$ cat config.mk
export PLATFORM = sky130hd
export DESIGN_NAME = mvbm_ref_calc
export DESIGN_NICKNAME = d
export VERILOG_FILES = /design/src/rtl/motion_vector_block_mask_assert.svh /design/src/rtl/mvbm_pkg.sv /design/src/rtl/mvbm_ref_calc.sv
export SDC_FILE = /design/constraint.sdc
export NUM_CORES = 1
export LEC_CHECK = 0
export ABC_CLOCK_PERIOD_IN_PS = 13840
export CAP_MARGIN = 15
export CELL_PAD_IN_SITES_DETAIL_PLACEMENT = 1
export CELL_PAD_IN_SITES_GLOBAL_PLACEMENT = 1
export CORE_MARGIN = 2
export CORE_UTILIZATION = 57
export DETAILED_ROUTE_END_ITERATION = 10
export DONT_BUFFER_PORTS = 1
export PLACE_DENSITY = 0.95
export SETUP_SLACK_MARGIN = 0.02
export SLEW_MARGIN = 10
export SYNTH_ARGS = -nofsm -noshare
export SYNTH_HDL_FRONTEND = slang
export SYNTH_SLANG_ARGS = --single-unit
$ cat constraint.sdc
create_clock -name clk -period 13.84 [get_ports clk]
set_input_delay 2.768 -clock clk [delete_from_list [all_inputs] [get_ports clk]]
set_output_delay 2.768 -clock clk [all_outputs]
set_load 0.02 [all_outputs]
$ cat src/rtl/motion_vector_block_mask_assert.svh
// Assertion macros for the motion vector block mask
`ifndef MOTION_VECTOR_BLOCK_MASK_ASSERT_SVH
`define MOTION_VECTOR_BLOCK_MASK_ASSERT_SVH
`ifndef ASSERT_OFF
// Property must hold at every edge out of reset
`define MVBM_ASSERT(lbl, prop, msg) \
	lbl: assert property (@(posedge clk) disable iff (!arst_n) prop) else $error(msg);
// Condition must never be seen out of reset
`define MVBM_NEVER(lbl, cond, msg) \
	lbl: assert property (@(posedge clk) disable iff (!arst_n) !(cond)) else $error(msg);
`else
`define MVBM_ASSERT(lbl, prop, msg)
`define MVBM_NEVER(lbl, cond, msg)
`endif
`endif

$ cat src/rtl/mvbm_pkg.sv
// Shared types and constants for the motion vector block mask
package mvbm_pkg;

	localparam int FI_W  = 16;
	localparam int VEC_W = 8;

	typedef enum logic [1:0] {
		FUNC_STORE  = 2'd0,
		FUNC_MASK   = 2'd1,
		FUNC_READ   = 2'd2,
		FUNC_UNUSED = 2'd3
	} func_t;

	typedef enum logic [2:0] {
		REG_MAP_8X8      = 3'd0,
		REG_FRAME_WIDTH  = 3'd1,
		REG_FRAME_HEIGHT = 3'd2,
		REG_THRESHOLD    = 3'd3,
		REG_FRAME_INDEX  = 3'd4
	} reg_idx_t;

	typedef struct packed {
		logic [VEC_W-1:0] vx;
		logic [VEC_W-1:0] vy;
	} map_word_t;

	typedef struct packed {
		logic busy;
		logic is_ref;
	} ref_stat_t;

endpackage

$ cat src/rtl/mvbm_ref_calc.sv
// Reference frame flag from the frame index by reciprocal multiplication
module mvbm_ref_calc
	import mvbm_pkg::*;
#(
	parameter int PERIOD = 10
) (
	input  logic            clk,
	input  logic            arst_n,
	input  logic            start,
	input  logic [FI_W-1:0] value,
	output ref_stat_t       stat
);

	// ceil(2^32 / PERIOD) gives the exact quotient for every 16-bit index
	localparam logic [32:0] RECIP =
		33'(((64'd1 << 32) + 64'(PERIOD) - 64'd1) / 64'(PERIOD));

	typedef enum logic [1:0] {ST_IDLE, ST_QUOT, ST_CHECK} state_t;

	state_t            state_q;
	logic [FI_W-1:0]   val_q;
	logic [FI_W-1:0]   quot_q;
	logic              one_q;
	logic              is_ref_q;
	logic [FI_W-1:0]   quot;
	logic [FI_W-1:0]   back;

	always_comb begin
		quot = FI_W'((48'(val_q) * 48'(RECIP)) >> 32);
		back = quot_q * FI_W'(PERIOD);
	end

	always_ff @(posedge clk or negedge arst_n) begin
		if (!arst_n) begin
			state_q  <= ST_IDLE;
			val_q    <= '0;
			quot_q   <= '0;
			one_q    <= 1'b0;
			is_ref_q <= 1'b1;
		end else if (start) begin
			// restart on every write, the latest index wins
			val_q   <= value;
			one_q   <= (value == FI_W'(1));
			state_q <= ST_QUOT;
		end else begin
			unique case (state_q)
				ST_IDLE: ;
				ST_QUOT: begin
					quot_q  <= quot;
					state_q <= ST_CHECK;
				end
				ST_CHECK: begin
					is_ref_q <= (back == val_q) || one_q;
					state_q  <= ST_IDLE;
				end
				default: state_q <= ST_IDLE;
			endcase
		end
	end

	assign stat.busy   = (state_q != ST_IDLE);
	assign stat.is_ref = is_ref_q;

endmodule

==> metrics, run 1 <==
run status complete, no violations; Area Growth Syn to Fin 5.05%; placed cells 868; CP Data Arrival Time about 7 ns; Initial Util 0.577; Synth Area per Inst about 9.4 um^2; post-synthesis cell type count 54; Hold Crit Class reg2reg; hpwl dp roughly 20 mm; Seq/Total Area, Yosys 0.121; final worst path period need roughly 6.8 ns; share of cells above drive strength 1 0.0425; Synth top cells by count inv_1, ha_1, fa_1; period utilization 0.488; largest net degree at the start of global routing 34; total wire length approximately 30 mm; 1st-iter DRT viols 695; CP max stage delay 0.66 ns; CTS H-tree lvls 2; critical path endpoint category register; die area roughly 13,000 um^2; cell mode on critical path inv_1; f_max approximately 0.15 GHz; syn_nets a little under 1,000; clock latency on the worst-skew pair around 0.29 ns; Horiz. Die Dim between 100 and 150 um; max cap viols 0; Primary FF master, synth dfrtp_1; gr ovfl total 0; Post-synth EDFFs 0; CTS Buffer Depth 2; first-pass GRT wire length ~44 mm; async set or reset register ratio after synthesis 1.00; CTS Hold Bufs 0; Final Skew 0.00386 ns; synthesized cell area 6840 um^2; antenna violations before repair 4; Post-Layout Cell Count roughly 880; vias per inst ~7.1; gr usage total 0.470; critical path's top delay family adder cells; vias in the first global route about 7,200; Cell Rows 40; Slew Viols, Final 0; via count between 6,000 and 7,000; Worst EP required about 14 ns; clock sinks 33; Port Buffers 0; Crit Path Max Fanout 7; post-CTS setup buffers 0; Critical Path Source Type register; Core Footprint roughly 12,000 um^2; Die Y about 110 um; yosys warns 0; Area contributors post-synth ha_1, fa_1, dfrtp_1; post-synthesis cell count ~730; Worst-Margin Slew 0.680 ns; clk slew on worst S/H paths 0.06 ns; first drt pass iteration count 5; worst-path cell chain inv_1 > ha_1 > inv_1 > fa_1 > inv_1 > fa_1 > fa_1 > inv_1 > fa_1 > inv_1 > fa_1 > inv_1 > ha_1 > nand3_1 > nor2_1 > nand2_1 > nor4_1 > nor3_1 > a21o_1 > o2111ai_1 > xnor2_1 > o21ai_0; CTS tree built; # DRC 0; Yosys reg bits 33; final hold slack just under 0.6 ns; setup tns final 0 ns; root buf cell clkbuf_16; WP buf/inv 6; wire per inst ~33 um; Synth area leader ha_1; number of buffers created by CTS 5; Setup-failing EPs final 0; RSZ-0062 raised after global routing false; post-cts resize count 0; critical path class reg2reg; Relative slew margins 0.547; Routed Antenna Nets 0; nets@finish around 980; final hold vios 0; most common cell in the netlist inv_1; Worst path slowest cell fa_1; top cell type's share of synthesized area 0.278; GP Congestion just under 1; IO Count 21
## tightest hold or removal path: stages, from the launching register on
cell and delay, ns:
dfrtp_1 0.39, nand2_1 0.07, o21ai_0 0.08
## routing by layer
layer	track usage	vias to the layer above	part of all wire
met3	0.192	272	0.11
li1	-	2401	-
met2	0.767	554	0.46
met1	0.470	3027	0.32
met5	0	-	0.00093
met4	0.386	4	0.099
## state kept, by name (all words and copies together), names as in the netlist
signal and count:
val_q 16, state_q 2, one_q 1, quot_q 13, is_ref_q 1
## worst paths after layout
| check | depth (start not counted) | slack (ns) | from | to |
|---|---|---|---|---|
| min in group asynchronous | 0 | 2.17 | arst_n | val_q[0] |
| max reg2reg | 22 | 7.08 | val_q[8] | quot_q[11] |
| max | 22 | 7.08 | val_q[8] | quot_q[11] |
| min reg2reg | 2 | 0.58 | quot_q[3] | quot_q[3] |
| max in group asynchronous | 0 | 11.49 | arst_n | is_ref_q |
| min | 2 | 0.58 | quot_q[3] | quot_q[3] |
## placed cells by master, fill, tap and decap left out, types with 2 or more instances in the layout
| master | instances |
|---|---|
| o31ai_1 | 2 |
| inv_1 | 178 |
| diode_2 | 2 |
| a31oi_1 | 2 |
| a21oi_1 | 35 |
| mux2_2 | 9 |
| a21o_1 | 10 |
| clkbuf_16 | 5 |
| o21ai_1 | 6 |
| a31o_2 | 2 |
| nor2_1 | 17 |
| bufinv_16 | 2 |
| and3_1 | 2 |
| or4_1 | 3 |
| nand2_1 | 43 |
| ha_1 | 152 |
| nand4_1 | 5 |
| or2_2 | 2 |
| o2111ai_1 | 2 |
| o22ai_1 | 3 |
| nor2b_1 | 2 |
| fa_1 | 83 |
| dfrtp_1 | 32 |
| nor3_1 | 10 |
| o21ai_0 | 21 |
| xor2_1 | 8 |
| xnor2_1 | 31 |
| nand3_1 | 14 |
| o211ai_1 | 3 |
| nor4_1 | 7 |
| mux2i_1 | 2 |
| a41oi_1 | 2 |
| o21bai_1 | 11 |
## logic make-up after synthesis
| family | synth area share |
|---|---|
| buf+inv | 0.103 |
| fa+ha+maj | 0.521 |
| compound gates | 0.110 |
| flops | 0.121 |
| xor+xnor | 0.0499 |
| simple gates | 0.0782 |
| mux | 0.0177 |
## layout make-up
type	count	area, um^2
multi-input combinational	510	5320
fill	1309	4670
antenna	2	5.00
tap	147	184
clock buffer	5	125
sequential	33	827
clock inverter	3	65.1
inverter	178	668
## through the flow
| stage | util | instance area (um^2) | setup slack (ns) |
|---|---|---|---|
| after global routing | 0.606 | 7180 | 6.78 |
| after global placement | 0.590 | 6990 | 7.77 |
| after detailed placement | 0.590 | 6990 | 7.46 |
| after floorplan | - | 6840 | 8.16 |
| after CTS | 0.606 | 7180 | 7.19 |
| final | 0.606 | 7190 | 7.08 |
Power of run 1 is left out: the tool's default activity adds up to more than one toggle a clock period on the data nets, which glitch-free logic cannot reach.
==> run 2: changes to the inputs <==
- ABC_CLOCK_PERIOD_IN_PS: 13840 -> 6500
- CORE_UTILIZATION: 57 -> 52
- PLACE_DENSITY: 0.95 -> 0.88
- clock period: 13.84 -> 6.5 ns (I/O delays scaled with it)
==> metrics, run 2 (synthesis results as in run 1) <==
run status complete, no violations (unchanged); GP Congestion 0.936 (was 0.987); final hold vios 0 (unchanged); Cell Rows 41 (was 40); R2R Path End quot_q[7] (was quot_q[11]); wire per inst 23.4 um (was 33.2 um); vias per inst 6.04 (was 7.13); gr usage total 0.317 (was 0.470); first-pass GRT wire length 34.2 mm (was 44.0 mm); r2r setup slk 0.24 ns (was 7.08 ns); Setup-failing EPs final 0 (unchanged); Biggest register val_q (unchanged); hpwl dp 17.8 mm (was 20.3 mm); final worst slack 0.236 ns (was 7.08 ns); Crit Path Max Fanout 6 (was 7); nets@finish 987 (was 982); number of flip-flops in the largest register 16 (unchanged); Worst-Margin Slew 0.649 ns (was 0.680 ns); first drt pass iteration count 5 (unchanged); gr ovfl total 0 (unchanged); RSZ-0062 raised after global routing true (was false); CTS H-tree lvls 2 (unchanged); die area 14,100 um^2 (was 12,900 um^2); vias in the first global route 6,387 (was 7,227); Worst EP required 6.65 ns (was 13.96 ns); CTS Buffer Depth 2 (unchanged); IO Count 21 (unchanged); Port Buffers 0 (unchanged); commonest non-fill, non-tap cells in the layout inv_1, ha_1, fa_1 (unchanged); Critical Path Source Type register (unchanged); CTS tree built (unchanged); via count 5,471 (was 6,258); Final Skew 0.00994 ns (was 0.00386 ns); Top Registers val_q: 16 flops, quot_q: 13 flops, state_q: 2 flops (unchanged); number of buffers created by CTS 5 (unchanged); Hold Crit Class reg2reg (unchanged); Relative slew margins 0.567 (was 0.547); final worst path period need 6.26 ns (was 6.76 ns); Area Growth Syn to Fin 5.81% (was 5.05%); Core Footprint 12,700 um^2 (was 11,900 um^2); commonest non-fill, non-tap cell in the layout inv_1 (unchanged); launch point of the worst path val_q[13] (was val_q[8]); clock sinks 33 (unchanged); total wire length 21.2 mm (was 29.2 mm); Worst Reg2Reg Path Length in Cells 20 (was 22); 1st-iter DRT viols 343 (was 695); critical path class reg2reg (unchanged); RR Startpoint val_q[13] (was val_q[8]); Routed Antenna Nets 0 (unchanged); Horiz. Die Dim 119 um (was 114 um); share of cells above drive strength 1 0.0640 (was 0.0425); # DRC 0 (unchanged); Setup crit end quot_q[7] (was quot_q[11]); max cap viols 0 (unchanged); CP Data Arrival Time 6.41 ns (was 6.88 ns); clk slew on worst S/H paths 0.06 ns (about the same); Initial Util 0.538 (was 0.577); period utilization 0.964 (was 0.488); dpl ws 0.0971 ns (was 7.46 ns); largest net degree at the start of global routing 34 (unchanged); CTS Hold Bufs 0 (unchanged); root buf cell clkbuf_16 (unchanged); Slew Viols, Final 0 (unchanged); HP Start one_q (was quot_q[3]); setup tns final 0 ns (unchanged); clock latency on the worst-skew pair 0.29 ns (about the same); antenna violations before repair 0 (was 4); f_max 0.160 GHz (was 0.148 GHz); critical path endpoint category register (unchanged); Die Y 119 um (was 114 um); number of diodes 0 (was 2)
run 2: cell count changes in the layout (fill, tap and decap cells not counted), moves of 2 or more:
cell	change
a21oi_1	-2
a21oi_2	+2
buf_4	+5
bufinv_16	-2
dfrtp_1	-4
dfrtp_2	+4
diode_2	-2
run 2: worst min path at each step:
| stage | to | slack [ns] | depth (start not counted) |
|---|---|---|---|
| 5_1_grt | one_q | 0.59 | 2 |
| 4_1_cts | one_q | 0.56 | 2 |
| 6_report | one_q | 0.56 | 2 |
| 3_5_place_dp | quot_q[11] | 0.53 | 2 |
| 2_1_floorplan | is_ref_q | 0.48 | 2 |
| 3_3_place_gp | quot_q[8] | 0.51 | 2 |
run 2: what timing repair did:
action                                 in CTS  in global routing
setup endpoints to repair                   0                 11
endpoints found under the hold margin       0                  0
gates resized for setup                     0                 12
setup buffers                               0                  2
run 2: per-layer routing:
layer / track usage / wire (um) / vias to the layer above
li1: - / - / 2403
met1: 0.358 / 8110 / 2792
met2: 0.580 / 11000 / 196
met3: 0.0536 / 945 / 80
met4: 0.147 / 1130 / 0
met5: 0 / 0 / -
run 2: final cells by class:
cell class                 instances  area [um^2]
clock buffer                       5          125
clock inverter                     3         17.5
fill                            1465         5480
inverter                         178          668
multi-input combinational        510         5350
sequential                        33          832
tap                              172          215
timing repair buffer               5         37.5
run 2: critical path, cell delays in order, from the launching register on:
cell,delay [ns]
dfrtp_2,0.48
ha_1,0.39
inv_1,0.10
fa_1,0.52
inv_1,0.06
fa_1,0.51
inv_1,0.06
fa_1,0.57
fa_1,0.48
fa_1,0.57
inv_1,0.06
ha_1,0.24
a21o_2,0.24
a311o_1,0.32
a221oi_2,0.28
o21ai_2,0.10
a2111oi_4,0.50
o2111ai_2,0.20
a21oi_2,0.19
xor2_1,0.16
o21ai_1,0.08
run 2: per-stage QoR:
step / area, um^2 / cells / util / hold WS, ns
CTS: 7190 / 904 / 0.565 / 0.560
global placement: 7050 / 896 / 0.554 / 0.511
detailed placement: 7050 / 896 / 0.554 / 0.534
floorplan: 6840 / 729 / - / 0.475
global route: 7240 / 906 / 0.569 / 0.593
finish: 7240 / 906 / 0.569 / 0.560
Power of run 2 is left out for the same reason.
